===== src/rtl/pps_pkg.sv =====
// Shared types and constants for the preemptive priority scheduler.
package pps_pkg;

    // Default number of cells in the queue chain.
    localparam int QUEUE_DEPTH_DEF = 16;

    // Width of the occupancy field in a result.
    localparam int OCC_W = 5;

    // Command codes.
    localparam logic CMD_INSERT = 1'b0;
    localparam logic CMD_TICK   = 1'b1;

    // One queued job as held in a cell.
    typedef struct packed {
        logic [7:0]  prio;
        logic [15:0] burst;
        logic [7:0]  id;
    } t_entry;

    // One request at the input.
    typedef struct packed {
        logic        command;
        logic [7:0]  job_id;
        logic [15:0] burst_length;
        logic [7:0]  job_priority;
    } t_request;

    // One result at the output.
    typedef struct packed {
        logic [7:0]       running_job;
        logic             job_finished;
        logic             insert_dropped;
        logic [OCC_W-1:0] queue_occupancy;
    } t_result;

    // Operation broadcast to the cells.
    typedef enum logic [1:0] {
        CELL_HOLD,
        CELL_INSERT,
        CELL_POP,
        CELL_DEC
    } t_cell_op;

    // Control bundle sent from the top level to every cell.
    typedef struct packed {
        t_cell_op op;
        t_entry   new_entry;
    } t_cell_ctrl;

endpackage


===== src/rtl/pps_cell.sv =====
// One cell of the sorted scheduler chain: holds one job and its valid bit.
module pps_cell
    import pps_pkg::*;
(
    input  logic       i_clk,
    input  logic       i_rst_n,
    input  t_cell_ctrl i_ctrl,
    input  logic       i_prev_keep,
    input  t_entry     i_left_entry,
    input  logic       i_left_valid,
    input  t_entry     i_right_entry,
    input  logic       i_right_valid,
    output t_entry     o_entry,
    output logic       o_valid,
    output logic       o_keep
);

    t_entry r_entry;
    t_entry n_entry;
    logic   r_valid;
    logic   n_valid;

    // A valid cell keeps its job in place when the new job ranks below or equal to it.
    assign o_keep  = r_valid && (r_entry.prio >= i_ctrl.new_entry.prio);
    assign o_entry = r_entry;
    assign o_valid = r_valid;

    // Next contents of the cell for each chain operation.
    always_comb begin
        n_entry = r_entry;
        n_valid = r_valid;
        case (i_ctrl.op)
            CELL_INSERT: begin
                if (!o_keep) begin
                    if (i_prev_keep) begin
                        n_entry = i_ctrl.new_entry;
                        n_valid = 1'b1;
                    end else begin
                        n_entry = i_left_entry;
                        n_valid = i_left_valid;
                    end
                end
            end
            CELL_POP: begin
                n_entry = i_right_entry;
                n_valid = i_right_valid;
            end
            CELL_DEC: begin
                n_entry.burst = r_entry.burst - 16'd1;
            end
            default: begin
                n_entry = r_entry;
                n_valid = r_valid;
            end
        endcase
    end

    // The valid bit is cleared at reset.
    always_ff @(posedge i_clk) begin
        if (!i_rst_n) begin
            r_valid <= 1'b0;
        end else begin
            r_valid <= n_valid;
        end
    end

    // Job contents need no reset.
    always_ff @(posedge i_clk) begin
        r_entry <= n_entry;
    end

endmodule


===== src/rtl/preemptive_priority_scheduler.sv =====
// Preemptive priority scheduler: a sorted chain of job cells with a request port.
//
// A request is taken at a clock edge where start is high and busy is low.
// busy is never raised, so one request can be taken every cycle.
// A request either inserts a job (id, burst, priority) or is a time tick.
// On a tick the job at the head of the chain runs for one unit; when its
// burst runs out it leaves and is reported finished. An idle tick reports
// job 0. Inserts with a zero burst are ignored; inserts into a full queue are
// dropped and flagged. Equal priorities are served in insertion order.
// Each request gives exactly one result, shown on o_result for one cycle with
// o_done high, in the cycle after the request is taken; one request can be
// taken per cycle. Every cell compares its priority with the new job at once
// and shifts by one place, so the whole chain updates at the same clock edge.
// The receiver cannot stall; it must take each result in its cycle.
// Synchronous reset empties the queue and drops any pending result strobe.
module preemptive_priority_scheduler
    import pps_pkg::*;
#(
    parameter int QUEUE_DEPTH = QUEUE_DEPTH_DEF
) (
    input  logic     i_clk,
    input  logic     i_rst_n,
    input  logic     start,
    output logic     busy,
    input  t_request i_request,
    output logic     o_done,
    output t_result  o_result
);

    localparam int CNT_W = $clog2(QUEUE_DEPTH + 1);
    localparam logic [CNT_W-1:0] DEPTH_C = CNT_W'(QUEUE_DEPTH);

    // Chain wiring between neighbors.
    t_entry     w_entry [QUEUE_DEPTH];
    logic       w_valid [QUEUE_DEPTH];
    logic       w_keep  [QUEUE_DEPTH];
    t_cell_ctrl w_ctrl_head;
    t_cell_ctrl w_ctrl_body;

    logic [CNT_W-1:0] r_count;
    logic [CNT_W-1:0] n_count;
    logic             r_done;
    t_result          r_result;
    t_result          n_result;

    logic w_is_tick;
    logic w_full;
    logic w_insert_ok;
    logic w_drop;
    logic w_tick_run;
    logic w_head_last;
    logic [CNT_W+OCC_W-1:0] w_occ_wide;

    assign busy = 1'b0;

    // Decode the request.
    assign w_is_tick   = (i_request.command == CMD_TICK);
    assign w_full      = (r_count == DEPTH_C);
    assign w_insert_ok = start && !w_is_tick && (i_request.burst_length != 16'd0) && !w_full;
    assign w_drop      = start && !w_is_tick && (i_request.burst_length != 16'd0) && w_full;
    assign w_tick_run  = start && w_is_tick && (r_count != '0);
    assign w_head_last = (w_entry[0].burst == 16'd1);

    // Operation sent along the chain; only the head cell decrements.
    always_comb begin
        w_ctrl_head.new_entry.prio  = i_request.job_priority;
        w_ctrl_head.new_entry.burst = i_request.burst_length;
        w_ctrl_head.new_entry.id    = i_request.job_id;
        w_ctrl_body.new_entry       = w_ctrl_head.new_entry;
        if (w_insert_ok) begin
            w_ctrl_head.op = CELL_INSERT;
            w_ctrl_body.op = CELL_INSERT;
        end else if (w_tick_run && w_head_last) begin
            w_ctrl_head.op = CELL_POP;
            w_ctrl_body.op = CELL_POP;
        end else if (w_tick_run) begin
            w_ctrl_head.op = CELL_DEC;
            w_ctrl_body.op = CELL_HOLD;
        end else begin
            w_ctrl_head.op = CELL_HOLD;
            w_ctrl_body.op = CELL_HOLD;
        end
    end

    // Occupancy after this request.
    always_comb begin
        n_count = r_count;
        if (w_insert_ok) begin
            n_count = r_count + CNT_W'(1);
        end else if (w_tick_run && w_head_last) begin
            n_count = r_count - CNT_W'(1);
        end
    end

    assign w_occ_wide = {{OCC_W{1'b0}}, n_count};

    // Result for this request.
    always_comb begin
        n_result.running_job     = w_tick_run ? w_entry[0].id : 8'd0;
        n_result.job_finished    = w_tick_run && w_head_last;
        n_result.insert_dropped  = w_drop;
        n_result.queue_occupancy = w_occ_wide[OCC_W-1:0];
    end

    // The chain of cells, head at index zero.
    for (genvar g = 0; g < QUEUE_DEPTH; g++) begin : g_cell
        logic   w_prev_keep;
        t_entry w_left_entry;
        logic   w_left_valid;
        t_entry w_right_entry;
        logic   w_right_valid;

        if (g == 0) begin : g_head
            assign w_prev_keep  = 1'b1;
            assign w_left_entry = '0;
            assign w_left_valid = 1'b0;
        end else begin : g_mid
            assign w_prev_keep  = w_keep[g-1];
            assign w_left_entry = w_entry[g-1];
            assign w_left_valid = w_valid[g-1];
        end

        if (g == QUEUE_DEPTH - 1) begin : g_tail
            assign w_right_entry = '0;
            assign w_right_valid = 1'b0;
        end else begin : g_inner
            assign w_right_entry = w_entry[g+1];
            assign w_right_valid = w_valid[g+1];
        end

        pps_cell u_cell (
            .i_clk         (i_clk),
            .i_rst_n       (i_rst_n),
            .i_ctrl        ((g == 0) ? w_ctrl_head : w_ctrl_body),
            .i_prev_keep   (w_prev_keep),
            .i_left_entry  (w_left_entry),
            .i_left_valid  (w_left_valid),
            .i_right_entry (w_right_entry),
            .i_right_valid (w_right_valid),
            .o_entry       (w_entry[g]),
            .o_valid       (w_valid[g]),
            .o_keep        (w_keep[g])
        );
    end

    // Control state: occupancy and the result strobe.
    always_ff @(posedge i_clk) begin
        if (!i_rst_n) begin
            r_count <= '0;
            r_done  <= 1'b0;
        end else begin
            r_count <= n_count;
            r_done  <= start;
        end
    end

    // Result payload.
    always_ff @(posedge i_clk) begin
        if (start) begin
            r_result <= n_result;
        end
    end

    assign o_done   = r_done;
    assign o_result = r_result;

endmodule


===== config.mk =====
export PLATFORM = sky130hd
export DESIGN_NAME = preemptive_priority_scheduler
export DESIGN_NICKNAME = d
export VERILOG_FILES = /design/src/rtl/pps_pkg.sv /design/src/rtl/pps_cell.sv /design/src/rtl/preemptive_priority_scheduler.sv
export SDC_FILE = /design/constraint.sdc
export NUM_CORES = 1
export LEC_CHECK = 0
export ABC_AREA = 0
export ABC_CLOCK_PERIOD_IN_PS = 6610
export BUFFER_PORTS_ARGS = -buffer_cell sky130_fd_sc_hd__clkbuf_2
export CAP_MARGIN = 20
export CORE_MARGIN = 5
export CORE_UTILIZATION = 68
export CTS_BUF_LIST = sky130_fd_sc_hd__clkbuf_8 sky130_fd_sc_hd__clkbuf_16
export DETAILED_ROUTE_END_ITERATION = 8
export PLACE_DENSITY_LB_ADDON = 0.15
export SYNTH_ARGS = -nofsm -noshare
export SYNTH_HDL_FRONTEND = slang
export SYNTH_SLANG_ARGS = --single-unit

===== constraint.sdc =====
create_clock -name i_clk -period 6.61 [get_ports i_clk]
set_input_delay 0.9915 -clock i_clk [delete_from_list [all_inputs] [get_ports i_clk]]
set_output_delay 0.9915 -clock i_clk [all_outputs]
set_load 0.005 [all_outputs]

**Word-level counts from Yosys, hierarchy flattened**

Index checks and enable logic that the tools add are counted.
W data, S select, Z words.

- Flip-flop bits (word level): 549
- Bits in latches: 0
- Memory bits (writable): 0
- Bits in read-only memories: 0
- Output and inout port bits: 17
- Word-level logic and storage cells: 324
- Memories kept: 0

- $add $sub $neg: 18
- Multipliers: 0
- Div/mod/pow operators: 0
- $lt $le $gt $ge: 16
- Equality and inequality tests: 24
- Shifts and indexed selects: 0
- Multiplexer cells: 133
- Bitwise operators: 0
- Reduce and logical (&&, ||, !) cells: 63

Operator list:

| kind | count |
|---|---|
| $mux W32 | 31 |
| $pmux W16 S3 | 16 |
| $pmux W8 S2 | 32 |
| $sub A16 B1 Y16 const B | 16 |
| $ge A8 B8 Y1 | 16 |
| $reduce_and A2 Y1 | 32 |
| $ne A2 B2 Y1 const B | 16 |
| $pmux W1 S2 | 16 |
| $mux W1 | 31 |
| $logic_and A1 B1 Y1 | 23 |
| $eq A16 B1 Y1 const B | 1 |
| $reduce_bool A16 Y1 | 1 |
| $mux W2 | 5 |
| $mux W5 | 2 |
| $eq A2 B2 Y1 const B | 4 |
| $reduce_bool A3 Y1 | 2 |
| $add A5 B1 Y5 const B | 1 |
| $eq A5 B5 Y1 const B | 1 |
| $reduce_bool A5 Y1 | 1 |
| $sub A5 B1 Y5 const B | 1 |
| $eq A2 B1 Y1 const B | 2 |
| $reduce_bool A2 Y1 | 2 |
| $logic_not A1 Y1 | 2 |

**Longest topological paths before layout**

- Depth in word-level cells: 8
- Depth in mapped cells: 10
- Gate-level depth less buffers: 8

**Modules after synthesis**

A second synthesis with hierarchy kept.

- Cell total of the unflattened synthesis: 3736
- Area total of the unflattened synthesis: 38002.7 µm²

Modules (own cells, without submodules):

| module | times used | cells an instance | area each (µm²) |
|---|---|---|---|
| pps_cell at g_cell[0].u_cell ... | 15 | 227 | 2302.2 |
| pps_cell at g_cell[9].u_cell | 1 | 239 | 2359.8 |
| preemptive_priority_scheduler | 1 | 92 | 1109.8 |

**Worst setup path before layout**

OpenSTA, ideal clock, no wires.

- Path kind: input to register
- From: input port i_request[1] (netlist bit)
- To: register g_cell[0].u_cell.r_entry, in the netlist g_cell[0].u_cell.o_entry[0] (enable)
- Arrival: 3962 ps
- Required time: 6199 ps
- Slack: 2236 ps
- Cell stages on the path: 8
- Path buffers: 2
- Cells stage by stage: inv_1 ha_1 a2111o_1 a311o_1 and2_1 clkbuf_1 clkbuf_1 o21ai_0

- Cells in the longest elaborated chain, start to end: 4

Ends and longest elaborated chain:

| what | RTL line | RTL |
|---|---|---|
| from (decl) | preemptive_priority_scheduler.sv:25 | `input t_request i_request,` |
| $ge A8 B8 Y1 | pps_cell.sv:24 | `assign o_keep = r_valid && (r_entry.prio >= i_ctrl.new_entry.prio);` |
| $logic_and A1 B1 Y1 | pps_cell.sv:24 |  |
| $ne A2 B2 Y1 (no line) | -- |  |
| $reduce_and A2 Y1 (no line) | -- |  |
| to (signal assigned) | pps_cell.sv:69 | `r_entry <= n_entry;` |
| to (decl) | pps_cell.sv:18 | `t_entry r_entry;` |

No other way between the ends.
A chain may end at the register's enable or synchronous reset.

**Final worst setup path**

- From: register g_cell[0].u_cell.r_entry, in the netlist g_cell[0].u_cell.o_entry[16]
- To: register g_cell[15].u_cell.r_entry, in the netlist g_cell[15].u_cell.o_entry[6] (enable)

- Cells in the longest elaborated chain, start to end: 7

Ends and longest elaborated chain:

| what | RTL line | RTL |
|---|---|---|
| $eq A16 B1 Y1 (*) | preemptive_priority_scheduler.sv:62 | `assign w_head_last = (w_entry[0].burst == 16'd1);` |
| $logic_and A1 B1 Y1 (*) | preemptive_priority_scheduler.sv:73 | `end else if (w_tick_run && w_head_last) begin` |
| $mux W2 (*) | preemptive_priority_scheduler.sv:73 |  |
| $mux W2 (*) | preemptive_priority_scheduler.sv:70 | `if (w_insert_ok) begin` |
| $eq A2 B1 Y1 or $eq A2 B2 Y1 (tied branches) | pps_cell.sv:32 | `case (i_ctrl.op)` |
| $ne A2 B2 Y1 (no line) or $reduce_bool A2 Y1 (tied branches) | -- |  |
| $reduce_and A2 Y1 (no line) (*) | -- |  |
| to (signal assigned) | pps_cell.sv:69 |  |
| to (decl) | pps_cell.sv:18 |  |

Mark *: on every way between the ends. The rest lies on a longest branch, timed or not.

==> impl_metrics.toml <==
[run_status]
status = "finished clean"

[global_route]
grt_pass1_wl_um = 106000
grt_pass1_vias = 20100
grt.overflow.total = 0
antenna_found_initial = 1
grtUsageTotal_pct = 25.6
grt_max_degree = 223

[routing]
vias = 21000
drtIter0Drc = 2530
wl_per_cell_um = 19.2
wirelength_um = 65200
antenna_left = 0
drc = 0
viasPerCell = 6.17
drt_first_pass_iters = 5

[power]
p_total_mw = 8.16
peakVddDrop_v = 0.000184
p_leak_nw = 15.3
seqPwrFrac_pct = 50.0
p_sw_mw = 1.81
p_sw_share_pct = 22.2
p_int_mw = 6.35
combPwrFrac_pct = 6.6
powerDensity_mw_per_mm2 = 248
p_clk_share_pct = 43.4

[synth]
async_flop_share_pct = 0
syn_inst = 2831
synth_top_area_cell = "edfxtp_1"
synth.distinct_cells = 49
yosys_warnings = 0
synth_edf_count = 527
synth_area_per_cell_um2 = 10.8
synthTopCellsByCount = "edfxtp_1, a21oi_1, nor2_1"
synth_seq_cells = 549
ys_seq_area_share_pct = 53.3
synth_fp_nets = 3000
synth_area_mm2 = 0.0305
synthTopCellsByArea = "edfxtp_1, mux2i_1, a21oi_1"
synth.most_common_cell = "edfxtp_1"
post-synth-top-area-fraction_pct = 51.9
synth_ff_type = "edfxtp_1"

[floorplanning]
die_h_um = 222
core_mm2 = 0.0443
rows = 77
die_x_um = 222
initial_core_util_pct = 68.9
dieArea_mm2 = 0.0492
io_pins = 53

[clocking]
numCtsBuffers = 57
clock-sinks = 549
cts_setup_buffers = 0
cts-resized-gates = 0
root_buffer = "clkbuf_16"
clk_pin_slew_ns = 0.06
h-tree-depth = 2
clockBufferDepth = 3
ctsHoldBuffers = 0
clock_latency_ns = 0.63
cts_tree = "built"

[worst_setup_path]
worstSetupPathType = "reg2reg"
critical_path.max_stage_delay_ns = 1.02
end_kind = "flip-flop"
path_cells = "or4_4, nand4bb_1, nor2_2, nor2_1, a31oi_2"
critical_path.top_delay_family = "simple AND/OR/NAND/NOR gates"
worstReg2RegStart = "g_cell[0].u_cell.o_entry[16]$_DFFE_PP_"
critPathMaxFanout = 27
slowest_stage = "nor2_2"
r2r_end = "g_cell[15].u_cell.o_entry[6]$_SDFFCE_PN0P_"
path_buf_inv = 0
rrSetupSlack_ns = 2.12
rr_worst_depth = 5
cp.arrival_ns = 4.72
crit_required_ns = 6.84
cp-start-kind = "flip-flop"

[cells_and_area]
drive_gt1_share_pct = 6.99
final_core_util_pct = 74.3
layout.cells.non_filler = 3396
syn_to_final_growth_pct = 7.88
fin_area_mm2 = 0.0329
nets = 2923

[placement]
globalplace.congestion = 0.857
port_buffers = 51
place_ws_ns = 1.97
dpl_cell_area_mm2 = 0.0308
hpwlAfterDp_um = 45400
dp.cells = 3287

[worst_hold_path]
min_from = "g_cell[0].u_cell.o_valid$_SDFFE_PN0P_"
hp-class = "reg2reg"
whs_path_depth = 2
hold_path_end = "g_cell[0].u_cell.o_valid$_SDFFE_PN0P_"

[sta]
hold_slack_ns = 0.551
grt_setup_unrepaired = "no"
post-route-min-period_ns = 4.49
tightest_slew_ns = 1.04
period_share_pct = 67.9
hold_viol = 0
fmax_mhz = 223
final.setup.tns_ns = 0
fin_ws_ns = 2.12
slew_viol_final = 0
slew_headroom_pct = 30.4
setup_viol = 0
fin_skew_ns = 0.0259

[flow_run]
maxCapViolations = 0
-- layer usage --
metal / wire (um) / share of wire [%] / GRT usage [%]
met1: 29900 / 46 / 38.8
met2: 29500 / 45 / 39.8
met3: 4580 / 7.0 / 3.69
met4: 1200 / 1.8 / 5.81
met5: 0 / 0 / 0
-- how the worst max path moves through the flow --
stage,start,end,slack [ns],cells past startpoint
5_1_grt,g_cell[0].u_cell.o_entry[20]$_DFFE_PP_,g_cell[15].u_cell.o_entry[6]$_SDFFCE_PN0P_,1.86,5
2_1_floorplan,i_request[1],g_cell[0].u_cell.o_entry[0]$_DFFE_PP_,2.24,8
3_5_place_dp,start,g_cell[15].u_cell.o_entry[0]$_SDFFCE_PN0P_,1.97,5
4_1_cts,g_cell[0].u_cell.o_entry[20]$_DFFE_PP_,g_cell[15].u_cell.o_entry[6]$_SDFFCE_PN0P_,2.15,5
6_report,g_cell[0].u_cell.o_entry[16]$_DFFE_PP_,g_cell[15].u_cell.o_entry[6]$_SDFFCE_PN0P_,2.12,5
3_3_place_gp,start,g_cell[15].u_cell.o_entry[4]$_SDFFCE_PN0P_,2.12,5
-- cells by family after synthesis --
logic type,after synthesis,share of synthesized area [%]
multiplexers,463,15.2
flip-flops,549,53.3
XOR/XNOR,12,0.344
adder cells (fa/ha/maj),133,5.45
buffers and inverters,265,4.21
other,1,0.0123
AO/OA/AOI/OAI,663,11.5
AND/OR/NAND/NOR,745,10.0
-- cell type report --
type | count | area (um^2)
Inverter | 46 | 173
Sequential cell | 549 | 16300
Antenna cell | 1 | 2.50
Clock inverter | 49 | 619
Tap cell | 592 | 741
Fill cell | 3040 | 11400
Clock buffer | 59 | 1450
Timing Repair Buffer | 83 | 533
Multi-Input combinational cell | 2017 | 13100
-- power by group through the flow --
stage	combinational (mW)	clock (mW)	sequential [mW]
floorplan	0.369	0	4.11
global placement	0.496	0	4.14
detailed placement	0.526	0	4.15
CTS	0.531	3.56	4.08
global route	0.600	3.72	4.09
finish	0.537	3.54	4.08
-- state kept, by name (all words and copies together) (netlist names) --
register / cells
g_cell.u_cell.o_valid: 16
o_result: 15
o_done: 1
r_count: 5
g_cell.u_cell.o_entry: 512
-- worst reg2reg max path: cells and delay by family (launching register included) --
kind | cells | cell delay (ns)
and+or+nand+nor | 4 | 2.76
AOI/OAI and AO/OA | 1 | 0.87
DFF | 1 | 0.46
-- layout by cell type (no fill, tap or decap), types with 17 or more instances in the layout --
cell type / synthesis / layout
edfxtp_1: 527 / 527
a21oi_1: 518 / 504
nor2_1: 494 / 494
mux2i_1: 462 / 462
nand2_1: 143 / 143
ha_1: 133 / 133
o21ai_0: 68 / 66
clkbuf_16: 0 / 57
inv_1: 46 / 56
clkbuf_2: 0 / 51
nand3_1: 41 / 41
buf_4: 1 / 29
o211ai_1: 22 / 22
dfxtp_1: 22 / 22
a211oi_1: 17 / 17
(Power assumes the default switching activity.)
